<file path="config.mk">
export PLATFORM = sky130hd
export DESIGN_NAME = kmcles_dt
export DESIGN_NICKNAME = d
export VERILOG_FILES = /design/src/rtl/kmcles_pkg.sv /design/src/rtl/kmcles_dt.sv
export SDC_FILE = /design/constraint.sdc
export NUM_CORES = 2
export LEC_CHECK = 0
export BUFFER_PORTS_ARGS = -buffer_cell sky130_fd_sc_hd__buf_2
export CAP_MARGIN = 20
export CELL_PAD_IN_SITES_DETAIL_PLACEMENT = 0
export CELL_PAD_IN_SITES_GLOBAL_PLACEMENT = 1
export CORE_MARGIN = 3
export CORE_UTILIZATION = 35
export DETAILED_ROUTE_END_ITERATION = 6
export HOLD_SLACK_MARGIN = 0.06
export PLACE_DENSITY_LB_ADDON = 0.1
export SLEW_MARGIN = 25
export SYNTH_ARGS = -nofsm -noshare
export SYNTH_HDL_FRONTEND = slang
export SYNTH_SLANG_ARGS = --single-unit
</file>
<file path="constraint.sdc">
create_clock -name clk_i -period 12.2 [get_ports clk_i]
set_input_delay 1.83 -clock clk_i [delete_from_list [all_inputs] [get_ports clk_i]]
set_output_delay 1.83 -clock clk_i [all_outputs]
set_load 0.01 [all_outputs]
</file>
<file path="src/rtl/kmcles_pkg.sv">
// Shared types, constants and state encodings of the linear event selector.
`timescale 1ns / 1ps
package kmcles_pkg;

  localparam int unsigned MAX_EVENTS_DEF = 1024;
  localparam int unsigned RATE_BITS_DEF  = 32;
  localparam int unsigned TOTAL_W        = 42;
  localparam int unsigned TSIZE_W        = 11;
  localparam logic [TSIZE_W-1:0] TSIZE_RESET = 11'd1024;
  localparam logic [31:0] LN2_Q32        = 32'd2977044472;

  localparam logic REG_TABLE_SIZE = 1'b0;

  typedef enum logic [0:0] {
    OP_UPDATE = 1'b0,
    OP_SELECT = 1'b1
  } opcode_e;

  typedef struct packed {
    logic [0:0]  opcode;
    logic [9:0]  entry_index;
    logic [31:0] rate_value;
    logic [31:0] draw_select;
    logic [31:0] draw_time;
  } in_item_t;

  typedef struct packed {
    logic [9:0]         chosen_event;
    logic [0:0]         no_event;
    logic [63:0]        time_step;
    logic [10:0]        active_entries;
    logic [TOTAL_W-1:0] rate_total;
  } out_item_t;

  typedef struct packed {
    logic               start;
    logic [31:0]        draw;
    logic [TOTAL_W-1:0] total;
  } dt_req_t;

  typedef struct packed {
    logic        done;
    logic [63:0] value;
  } dt_rsp_t;

  typedef enum logic [3:0] {
    ST_INIT,
    ST_IDLE,
    ST_UPD_WR,
    ST_THR_MUL,
    ST_THR_ADD,
    ST_SCAN,
    ST_DT,
    ST_RESP
  } state_e;

  typedef enum logic [2:0] {
    DT_IDLE,
    DT_NORM,
    DT_SQR,
    DT_LNMUL,
    DT_LNADD,
    DT_DIV,
    DT_DONE
  } dt_state_e;

endpackage

</file>
<file path="src/rtl/kmcles_dt.sv">
// Waiting time unit: -ln(draw) by iterated squaring, then division by the total.
`timescale 1ns / 1ps
module kmcles_dt (
  input  logic                clk_i,
  input  logic                rst_ni,
  input  kmcles_pkg::dt_req_t req_i,
  output kmcles_pkg::dt_rsp_t rsp_o
);
  import kmcles_pkg::*;

  dt_state_e          st_q, st_d;
  logic [31:0]        m_q, m_d;
  logic [4:0]         s_q, s_d;
  logic [31:0]        f_q, f_d;
  logic [4:0]         cnt_q, cnt_d;
  logic [5:0]         dcnt_q, dcnt_d;
  logic [TOTAL_W-1:0] tot_q, tot_d;
  logic [37:0]        lnhi_q, lnhi_d;
  logic [63:0]        lnlo_q, lnlo_d;
  logic [53:0]        dvd_q, dvd_d;
  logic [TOTAL_W-1:0] rem_q, rem_d;
  logic [63:0]        val_q, val_d;

  logic [63:0]        sq;
  logic [32:0]        sq_sh;
  logic [37:0]        l2;
  logic [37:0]        ln;
  logic [TOTAL_W:0]   trial;
  logic [TOTAL_W:0]   diff;

  always_ff @(posedge clk_i or negedge rst_ni) begin
    if (!rst_ni) begin
      st_q <= DT_IDLE;
    end else begin
      st_q <= st_d;
    end
  end

  always_ff @(posedge clk_i) begin
    m_q    <= m_d;
    s_q    <= s_d;
    f_q    <= f_d;
    cnt_q  <= cnt_d;
    dcnt_q <= dcnt_d;
    tot_q  <= tot_d;
    lnhi_q <= lnhi_d;
    lnlo_q <= lnlo_d;
    dvd_q  <= dvd_d;
    rem_q  <= rem_d;
    val_q  <= val_d;
  end

  always_comb begin
    st_d   = st_q;
    m_d    = m_q;
    s_d    = s_q;
    f_d    = f_q;
    cnt_d  = cnt_q;
    dcnt_d = dcnt_q;
    tot_d  = tot_q;
    lnhi_d = lnhi_q;
    lnlo_d = lnlo_q;
    dvd_d  = dvd_q;
    rem_d  = rem_q;
    val_d  = val_q;
    sq     = 64'(m_q) * 64'(m_q);
    sq_sh  = sq[63:31];
    l2     = {6'(s_q) + 6'd1, 32'd0} - {6'd0, f_q};
    ln     = lnhi_q + 38'(lnlo_q[63:32]);
    trial  = {rem_q, dvd_q[53]};
    diff   = trial - {1'b0, tot_q};
    case (st_q)
      DT_IDLE: begin
        if (req_i.start) begin
          tot_d = req_i.total;
          m_d   = req_i.draw;
          s_d   = '0;
          f_d   = '0;
          cnt_d = 5'd31;
          if (req_i.draw == '0 || req_i.total == '0) begin
            val_d = '1;
            st_d  = DT_DONE;
          end else begin
            st_d = DT_NORM;
          end
        end
      end
      DT_NORM: begin
        if (m_q[31]) begin
          st_d = DT_SQR;
        end else begin
          m_d = {m_q[30:0], 1'b0};
          s_d = s_q + 5'd1;
        end
      end
      DT_SQR: begin
        if (sq_sh[32]) begin
          m_d        = sq_sh[32:1];
          f_d[cnt_q] = 1'b1;
        end else begin
          m_d = sq_sh[31:0];
        end
        if (cnt_q == '0) begin
          st_d = DT_LNMUL;
        end else begin
          cnt_d = cnt_q - 5'd1;
        end
      end
      DT_LNMUL: begin
        lnhi_d = 38'(l2[37:32]) * 38'(LN2_Q32);
        lnlo_d = 64'(l2[31:0]) * 64'(LN2_Q32);
        st_d   = DT_LNADD;
      end
      DT_LNADD: begin
        dvd_d  = {ln, 16'd0};
        rem_d  = '0;
        dcnt_d = 6'd53;
        st_d   = DT_DIV;
      end
      DT_DIV: begin
        if (!diff[TOTAL_W]) begin
          rem_d = diff[TOTAL_W-1:0];
          dvd_d = {dvd_q[52:0], 1'b1};
        end else begin
          rem_d = trial[TOTAL_W-1:0];
          dvd_d = {dvd_q[52:0], 1'b0};
        end
        if (dcnt_q == '0) begin
          val_d = 64'(dvd_d);
          st_d  = DT_DONE;
        end else begin
          dcnt_d = dcnt_q - 6'd1;
        end
      end
      DT_DONE: begin
        st_d = DT_IDLE;
      end
      default: begin
        st_d = DT_IDLE;
      end
    endcase
  end

  assign rsp_o.done  = (st_q == DT_DONE);
  assign rsp_o.value = val_q;

endmodule

</file>
==> Word-level counts from Yosys, hierarchy flattened <==
Cells that the tools add are included.
{ "totals": {"reg_bits": 381, "input_bits": 77, "out_inout_bits": 65, "word_cells": 93} }
{ "classes": {"addsub": 7, "multipliers": 3, "n_lt_le_gt_ge": 2, "n_eq_ne": 15, "muxes": 31, "n_bitwise": 1, "n_reduce_logical": 21} }
{ "ops": {"columns": ["operator", "n"], "rows": [
  ["two-way mux 64 bit", 3],
  ["two-way mux 32 bit", 5],
  ["one-hot mux 64 bit (2 select lines)", 1],
  ["one-hot mux 54 bit (2 select lines)", 1],
  ["one-hot mux 32 bit (3 select lines)", 1],
  ["one-hot mux 42 bit (2 select lines)", 1],
  ["multiplier 32 x 32 -> 64 bit", 1],
  ["one-hot mux 32 bit (2 select lines)", 1],
  ["multiplier 32 x 29 -> 61 bit, second input constant", 1],
  ["subtractor 43 x 42 -> 43 bit", 1],
  ["zero test 42 bit", 1],
  ["two-way mux 42 bit", 1],
  ["adder 38 x 32 -> 38 bit", 1],
  ["subtractor 38 x 32 -> 38 bit", 1],
  ["multiplier 6 x 29 -> 35 bit, second input constant", 1],
  ["zero test 32 bit", 1],
  ["OR 32 bit", 1],
  ["two-way mux 5 bit", 4],
  ["one-hot mux 5 bit (2 select lines)", 2],
  ["inequality test 2 bit, second input constant", 9],
  ["one-hot mux 3 bit (6 select lines)", 1],
  ["two-way mux 3 bit", 5],
  ["one-hot mux 6 bit (2 select lines)", 1],
  ["AND reduction 3 bit", 4],
  ["21 further kinds", 31]
]} }

==> Longest topological paths before layout <==
{ "logic_depth": {"ltp_word": 7, "mapped_depth": 39, "mapped_depth_nobuf": 37} }

==> Worst setup path after synthesis <==
OpenSTA, ideal clock, no wires.
{ "synth_path": {"kind": "register -> register", "start": "reg f_q[0]", "end": "reg lnlo_q[63] (data pin)", "setup_time_ns": 0.259, "t_arrival_ns": 10.493, "t_required_ns": 11.941, "slack_ns": 1.447, "stages_incl_launch_ff": 38, "n_path_buf": 2, "path_cell_list": "edfxtp_1 inv_1 ha_1 and3_4 nand2_2 or4_4 or3_1 or4_1 buf_4 or3_1 xor2_1 inv_1 fa_1 inv_1 fa_1 inv_1 fa_1 inv_1 (+2 left out) fa_1 fa_1 fa_1 fa_1 inv_1 ha_1 clkbuf_1 a21o_1 a21o_1 a311o_1 nand2_1 a2bb2oi_1 o311ai_0 a41oi_1 nor2_1 a2111oi_0 o21bai_1 xnor2_1"} }
{ "synth_between": {"elab_chain_cells": 2} }
{ "synth_rtl": {"columns": ["element", "line_no", "source"], "rows": [
  ["start, declared", "kmcles_dt.sv:14", "logic [31:0] f_q, f_d;"],
  ["start signal, assigned", "kmcles_dt.sv:42", "f_q <= f_d;"],
  ["subtractor 38 x 32 -> 38 bit", "kmcles_dt.sv:68", "l2 = {6'(s_q) + 6'd1, 32'd0} - {6'd0, f_q};"],
  ["multiplier 32 x 29 -> 61 bit", "kmcles_dt.sv:111", "lnlo_d = 64'(l2[31:0]) * 64'(LN2_Q32);"],
  ["end signal, assigned", "kmcles_dt.sv:47", "lnlo_q <= lnlo_d;"],
  ["end, declared", "kmcles_dt.sv:19", "logic [63:0] lnlo_q, lnlo_d;"]
]} }
No other way between the ends.
A chain may end at the register's enable or synchronous reset.

==> Worst setup path in the final report <==
Ends and elaborated chain as after synthesis.

==> out/results.tsv <==
metric	value	unit
outcome	finished, final reports clean	
worst-path-buf-inv	6	
routed_via_density	4.87	
max_clock_freq	88.3	MHz
min_path_type	reg -> reg	
grt_pass1_vias	49200	
syn_nets	8648	
grt_max_degree	68	
worst_setup_path_end_kind	register	
rows	157	
rsz0062_at_grt	false	
cts_sinks	343	
coreArea	0.184	mm^2
maxCapViolCount	0	
final_nets	8723	
async_flop_share	0.875	%
drv_slew	0	
synth_edf_count	340	
ys.flop_type	edfxtp_1	
wirelength	196000	um
path_clk_slew	0.07	ns
synth_area	0.0653	mm^2
relSlewSlack	31.4	%
yosys.cell_count.top_type	inv_1	
hpwl	162000	um
setup_violations	0	
clk_latency	0.65	ns
start_util	35.4	%
antenna_found_initial	9	
tns	0	ns
cts_hold_buf	0	
path_class	reg -> reg	
yosys-top-cells-count	1,593 x inv_1, 1,155 x fa_1, 798 x ha_1	
cts_buffers	45	
critPathArrivalTime	11.67	ns
cts.root.buffer_cell	clkbuf_16	
finalCriticalPeriod	11.32	ns
vias	44800	
drive_above_1_share	5.69	%
cp.required	12.55	ns
cp_max_fo	7	
grtUsageTotal	20.7	%
wire_per_inst	21.3	um
drcViolationCount	0	
ant_nets	0	
die_w	438	um
syn_inst	6618	
cts_tree	built	
synth_seq_area_share	15.8	%
postCtsResizedCells	0	
ys_seq_elements	343	
grt_pass1_wl	303000	um
io_buffer_count	141	
die_h	438	um
synth_area_leaders	fa_1 35%, edfxtp_1 16%, ha_1 15%	
htreeDepth	2	
yosys.area.top_type	fa_1	
crit_family	adder cells	
cp_common_cell	fa_1	
routabilityCongestion	0.872	
regArea	0.0103	mm^2
worst_slew_pin_slew	1.03	ns
io_pins	142	
worstSetupStartpointType	register	
clk_path_buf_depth	3	
fin_skew	0.0451	ns
area_growth	8.12	%
period_share	92.8	%
fillers	18800	
grt-ovfl-total	0	
cts_setup_buffers	0	
cpPeakStageDelay	0.67	ns
avgSynthCellArea	9.86	um^2
drt_iter0_markers	2336	
dr.pass1.iters	5	
yosysWarnings	0	
die-area	0.192	mm^2
finalHoldViolCount	0	
ys_types	100	
synthDominantCellAreaShare	35.4	%
multi_input_area	0.0482	mm^2
cpMaxStageDelayCell	or4_1	
-- layer usage --
layer | share of wire, % | track usage (%) | vias to the layer above
met3 | 3.2 | 1.75 | 129
met1 | 47 | 29.5 | 22900
li1 | - | - | 21100
met4 | 1.6 | 3.37 | 0
met5 | 0 | 0 | -
met2 | 48 | 34.8 | 669
-- cells by family (layout without fill, tap and decap cells) --
| logic type | Yosys count | count (layout) | share of synthesized area [%] |
|---|---|---|---|
| buf+inv | 1813 | 1923 | 10.5 |
| mux | 19 | 19 | 0.295 |
| xor+xnor | 269 | 269 | 3.72 |
| compound gates | 866 | 866 | 8.59 |
| other cells | 0 | 3 | 0 |
| simple gates | 1355 | 1355 | 10.4 |
| flops | 343 | 343 | 15.8 |
| fa+ha+maj | 1953 | 1953 | 50.7 |
-- sequential cells by signal, summed over array words and instances, names as in the netlist --
signal / cells
m_q: 32
dcnt_q: 6
st_q: 3
tot_q: 42
rem_q: 42
val_q: 55
lnhi_q: 35
s_q: 5
cnt_q: 5
lnlo_q: 32
dvd_q: 54
f_q: 32
-- final cells by class --
type,count,area share [%]
multi-input combinational,4462,68.3
sequential,343,14.6
inverter,1598,8.50
tap,2464,4.37
timing repair buffer,243,2.11
clock buffer,53,1.64
clock inverter,29,0.457
antenna,3,0.0106
-- final timing paths --
| kind | from | endpoint | slack (ns) | cells past startpoint |
|---|---|---|---|---|
| hold reg to reg | dvd_q[25] | val_q[26] | 0.51 | 1 |
| setup reg to reg | f_q[0] | lnlo_q[63] | 0.88 | 34 |
| max in group asynchronous | rst_ni | st_q[2] | 11.10 | 1 |
| setup / recovery | f_q[0] | lnlo_q[63] | 0.88 | 34 |
| min in group asynchronous | rst_ni | st_q[0] | 1.00 | 1 |
| hold / removal | dvd_q[25] | val_q[26] | 0.51 | 1 |
-- cell usage in the layout (no fill, tap or decap), types with 32 or more instances in the layout --
master | netlist | final
xnor2_1 | 150 | 146
inv_1 | 1593 | 1591
nor2_1 | 211 | 207
nand3_1 | 86 | 86
ha_1 | 798 | 798
fa_1 | 1155 | 1155
a21o_1 | 112 | 112
o21ai_0 | 145 | 145
and2_1 | 240 | 238
nor4_1 | 32 | 32
nor3_1 | 52 | 52
nand2_1 | 455 | 454
nor2b_1 | 34 | 33
edfxtp_1 | 340 | 340
and3_1 | 45 | 45
buf_4 | 11 | 100
buf_2 | 9 | 141
nand4_1 | 39 | 39
a21oi_1 | 281 | 279
nand2b_1 | 78 | 78
xor2_1 | 114 | 113
clkbuf_16 | 0 | 45
-- stage by stage --
| stage | cells | hold slack (ns) | cell area (um^2) | worst slack, ns | util (%) |
|---|---|---|---|---|---|
| after global routing | 9193 | 0.517 | 70600 | 0.201 | 38.3 |
| after floorplan | 6618 | 0.491 | 65300 | 1.45 | - |
| after detailed placement | 9110 | 0.509 | 69100 | 0.554 | 37.5 |
| after global placement | 9109 | 0.501 | 69000 | 0.515 | 37.5 |
| after CTS | 9192 | 0.502 | 70500 | 0.489 | 38.3 |
| final | 9195 | 0.506 | 70600 | 0.877 | 38.3 |
Power is left out: the tool's default activity adds up to more than one toggle a clock period on the data nets, which glitch-free logic cannot reach.
